$ cat src/sv/ulist_pkg.sv
`timescale 1ns / 1ps
`default_nettype none

package ulist_pkg;

  localparam int unsigned KIND_W = 3;
  localparam int unsigned POS_W  = 5;
  localparam int unsigned ITEM_W = 64;
  localparam int unsigned STAT_W = 3;
  localparam int unsigned CNT_W  = 6;

  localparam int unsigned DEPTH_DEFAULT = 32;
  localparam logic [CNT_W-1:0] CAP_RESET = 6'd32;

  // request kinds
  localparam logic [KIND_W-1:0] KIND_APPEND    = 3'd0;
  localparam logic [KIND_W-1:0] KIND_INSERT_AT = 3'd1;
  localparam logic [KIND_W-1:0] KIND_REMOVE_AT = 3'd2;
  localparam logic [KIND_W-1:0] KIND_REMOVE_VAL = 3'd3;
  localparam logic [KIND_W-1:0] KIND_SEARCH    = 3'd4;
  localparam logic [KIND_W-1:0] KIND_READ_AT   = 3'd5;
  localparam logic [KIND_W-1:0] KIND_COMPARE_AT = 3'd6;
  localparam logic [KIND_W-1:0] KIND_CLEAR     = 3'd7;

  // result status
  localparam logic [STAT_W-1:0] STAT_OK        = 3'd0;
  localparam logic [STAT_W-1:0] STAT_FULL      = 3'd1;
  localparam logic [STAT_W-1:0] STAT_DUPLICATE = 3'd2;
  localparam logic [STAT_W-1:0] STAT_RANGE     = 3'd3;
  localparam logic [STAT_W-1:0] STAT_NOT_FOUND = 3'd4;

  // cell shift operations
  localparam logic [1:0] OP_HOLD = 2'd0;
  localparam logic [1:0] OP_INS  = 2'd1;
  localparam logic [1:0] OP_DEL  = 2'd2;

  typedef struct packed {
    logic              load;
    logic [1:0]        op;
    logic [CNT_W-1:0]  at;
    logic [ITEM_W-1:0] item;
    logic [CNT_W-1:0]  used;
    logic [POS_W-1:0]  pos;
  } cell_ctl_t;

endpackage

`default_nettype wire

$ cat src/sv/ulist_cell.sv
`timescale 1ns / 1ps
`default_nettype none

module ulist_cell import ulist_pkg::*; #(
  parameter int unsigned IDX  = 0,
  parameter int unsigned CMPW = 6
) (
  input  wire logic              clk,
  input  wire cell_ctl_t         ctl,
  input  wire logic [ITEM_W-1:0] left_in,
  input  wire logic [ITEM_W-1:0] right_in,
  output logic [ITEM_W-1:0]      entry,
  output logic                   match,
  output logic                   sel_hit,
  output logic [ITEM_W-1:0]      rd
);

  logic [ITEM_W-1:0] entry_r;
  logic [ITEM_W-1:0] rd_r;
  logic              match_r;
  logic              sel_r;

  logic [CMPW-1:0] idx_w;
  logic [CMPW-1:0] at_w;
  logic [CMPW-1:0] used_w;
  logic [CMPW-1:0] pos_w;

  assign idx_w  = CMPW'(IDX);
  assign at_w   = CMPW'(ctl.at);
  assign used_w = CMPW'(ctl.used);
  assign pos_w  = CMPW'(ctl.pos);

  // capture compare and read select when a request is taken
  always_ff @(posedge clk) begin
    if (ctl.load) begin
      match_r <= (entry_r == ctl.item) && (idx_w < used_w);
      sel_r   <= (idx_w == pos_w);
      rd_r    <= entry_r;
    end
  end

  always_ff @(posedge clk) begin
    unique case (ctl.op)
      OP_INS: begin
        if (idx_w > at_w) begin
          entry_r <= left_in;
        end else if (idx_w == at_w) begin
          entry_r <= ctl.item;
        end
      end
      OP_DEL: begin
        if (idx_w >= at_w) begin
          entry_r <= right_in;
        end
      end
      default: begin
      end
    endcase
  end

  assign entry   = entry_r;
  assign match   = match_r;
  assign sel_hit = match_r & sel_r;
  assign rd      = sel_r ? rd_r : '0;

endmodule

`default_nettype wire

$ cat config.mk
export PLATFORM = sky130hd
export DESIGN_NAME = ulist_cell
export DESIGN_NICKNAME = d
export VERILOG_FILES = /design/src/sv/ulist_pkg.sv /design/src/sv/ulist_cell.sv
export SDC_FILE = /design/constraint.sdc
export NUM_CORES = 1
export LEC_CHECK = 0
export ABC_AREA = 1
export BUFFER_PORTS_ARGS = -buffer_cell sky130_fd_sc_hd__buf_2
export CAP_MARGIN = 20
export CORE_ASPECT_RATIO = 0.75
export CORE_MARGIN = 10
export CORE_UTILIZATION = 30
export DETAILED_ROUTE_END_ITERATION = 10
export PLACE_DENSITY = 0.68
export SYNTH_ARGS = -nofsm -noshare
export SYNTH_HDL_FRONTEND = slang
export SYNTH_SLANG_ARGS = --single-unit
$ cat constraint.sdc
create_clock -name clk -period 9.47 [get_ports clk]
set_clock_uncertainty 0.1 [all_clocks]
set_input_delay 0.4735 -clock clk [delete_from_list [all_inputs] [get_ports clk]]
set_output_delay 0.4735 -clock clk [all_outputs]
set_load 0.03 [all_outputs]
==> summary.md <==
| Metric | Value |
|---|---|
| Maxcap violations | `0` |
| Unrepaired setup endpoints after global routing | `false` |
| Total grt overflow | `0` |
| Mean Syn Cell Area | `9.51 um^2` |
| Tmin final | `2380 ps` |
| Starting Density | `0.306` |
| Largest net degree at the start of global routing | `67` |
| Worst Hold Class | `in -> reg` |
| First-pass DRT Iterations | `4` |
| Core area | `0.0203 mm^2` |
| # setup viols final | `0` |
| Clock Sinks | `130` |
| Seq/Total Area, Yosys | `0.629` |
| FF-to-FF setup slack | `7820 ps` |
| Layout cells sized above 1 | `0.335` |
| CTS Root Cell | `clkbuf_16` |
| Clk pwr share | `0.383` |
| DRC viols | `0` |
| Layout Area Growth over Synthesis | `36.6%` |
| Hold_buf cts | `0` |
| Hold WS | `230 ps` |
| Synth area leader | `edfxtp_1` |
| Die Width | `186 um` |
| Ys Warns | `0` |
| #FFs+latches synth | `130` |
| Post-layout power | `1.80 mW` |
| Slew margin rel. | `0.326` |
| Utilization after layout | `0.419` |
| Cell Area, Synth | `0.00621 mm^2` |
| Data arrival, critical path | `1810 ps` |
| Worst R2R Start | `entry[48]` |
| Antenna diodes | `0` |
| Post-Syn Nets | `868` |
| Post-CTS Setup Bufs | `0` |
| Clock Path Buffers | `2` |
| Detail Route Antenna Nets | `0` |
| Status | `finished, final reports clean` |
| CP Class | `reg -> out` |
| Psw | `0.536 mW` |
| Switching fraction of total power | `0.298` |
| R2R cell count | `7` |
| Most frequent cells in the layout | `nand2_1, buf_2, edfxtp_1` |
| Clk_lat worst skew | `410 ps` |
| Port bufs | `278` |
| H-tree Lvls | `4` |
| Seq pwr share | `0.419` |
| Initial antenna violation count | `1` |
| Hold Vio Cnt, Final | `0` |
| Hold endpoint | `entry[26]` |
| Crit end category | `output pin` |
| Post-DR wirelength/cell | `17.2 um` |
| Combinational power share | `0.198` |
| Maximum vdd drop | `0.107 mV` |
| RR Endpoint | `match` |
| Crit-path max FO | `65` |
| Post-DP HPWL | `15700 um` |
| Hold Crit Start | `right_in[26]` |
| Power per cell area | `212 mW/mm^2` |
| Worst Setup SP | `sel_r` |
| TNS Setup | `0 ps` |
| Final WL | `20600 um` |
| Clk pin slew, worst setup/hold paths | `60 ps` |
| Die Ht | `145 um` |
| Vias in the first global route | `5304` |
| Hold Path Depth | `3` |
| Resized cells post-CTS | `0` |
| First-pass GRT wire length | `30400 um` |
| FMAX | `0.419 GHz` |
| Critical Path Source Type | `flip-flop` |
| Via count | `5116` |
| Synth top area share | `0.629` |
| Number of vias per cell | `4.26` |
| GPL Wtd Cong | `0.830` |
| Worst-margin pin slew | `1010 ps` |
| Top post-synthesis cells by area | `edfxtp_1, nand2_1, xnor2_1, inv_1, buf_2` |
| Synth cell types | `18` |
| Die ar. | `0.0269 mm^2` |
| Total global-route track usage | `0.150` |
| Critical Path RT | `8900 ps` |
| Leading cell type in the layout, fill and taps excluded | `nand2_1` |
| Fin crit share | `0.252` |
| Pint | `1.26 mW` |
| Iteration-0 DRC Markers | `289` |
| Row Count | `45` |
| Final #Nets | `1148` |
| CTS tree | `yes` |
| I/O pin cnt | `343` |
| Max-slew violation count | `0` |
| Leak | `4.34 nW` |
| Syn Inst Count | `653` |
| CTS buffer count | `17` |
==> final cells by class <==
| class | count | area (um^2) |
|---|---|---|
| inverters | 103 | 387 |
| flip-flops and latches | 130 | 3900 |
| fillers | 2026 | 11800 |
| well taps | 258 | 323 |
| multi-input cells | 399 | 1830 |
| repair buffers | 282 | 1420 |
| clock buffers | 17 | 425 |
| clock inverters | 13 | 188 |
==> power groups by stage <==
stage | clock network [mW] | logic [mW] | registers, mW
global route | 0.732 | 0.387 | 0.762
floorplan | 0 | 0.145 | 0.830
detailed placement | 0 | 0.362 | 0.766
CTS | 0.705 | 0.363 | 0.754
finish | 0.689 | 0.355 | 0.754
global placement | 0 | 0.359 | 0.761
==> kinds of logic after synthesis <==
kind of cell	count (synthesis)	synth area share
simple gates	332	0.205
xor+xnor	49	0.0691
buf+inv	124	0.0800
fa+ha+maj	2	0.00403
compound gates	16	0.0129
flops	130	0.629
==> metal layers <==
metal	global-route usage	routed length, um	up-vias
li1	-	-	2575
met1	0.185	8870	2306
met2	0.240	9460	215
met3	0.0589	2020	18
met4	0.0423	280	2
met5	0	7	-
==> state kept, by name, summed over array words and instances, names as in the netlist <==
| register | count |
|---|---|
| sel_r | 1 |
| entry | 64 |
| rd_r | 64 |
| match | 1 |
==> worst max-delay path by stage <==
stage	end	slack, ps	cells past startpoint
final	rd[30]	7090	4
after global routing	rd[10]	6880	4
after CTS	rd[10]	7010	4
after detailed placement	entry[41]	7010	6
after global placement	entry[44]	7030	6
after floorplan	entry[0]	4610	5
==> through the flow <==
step	std cells	setup slack (ps)	cell area (um^2)
floorplan	653	4610	6210
global placement	1172	7030	7870
detailed placement	1172	7010	7870
CTS	1202	7010	8480
global route	1202	6880	8480
finish	1202	7090	8480
==> Yosys cell counts <==
cell type  instances
inv_2              1
buf_4              3
nand2_1          299
nand3_1            2
nand4_1            6
nor4_1             1
ha_1               2
a21oi_1            1
o21ai_0           15
nor2_1            20
buf_2             16
clkbuf_1           2
xnor2_1           49
or2_2              1
nor3_1             2
nor3b_1            1
inv_1            102
edfxtp_1         130
==> critical path, cell delays in order, from the launching register on <==
cell and delay (ps):
edfxtp_1 320, buf_4 600, nand2_1 110, inv_1 110, buf_2 200
(Power assumes the default switching activity.)
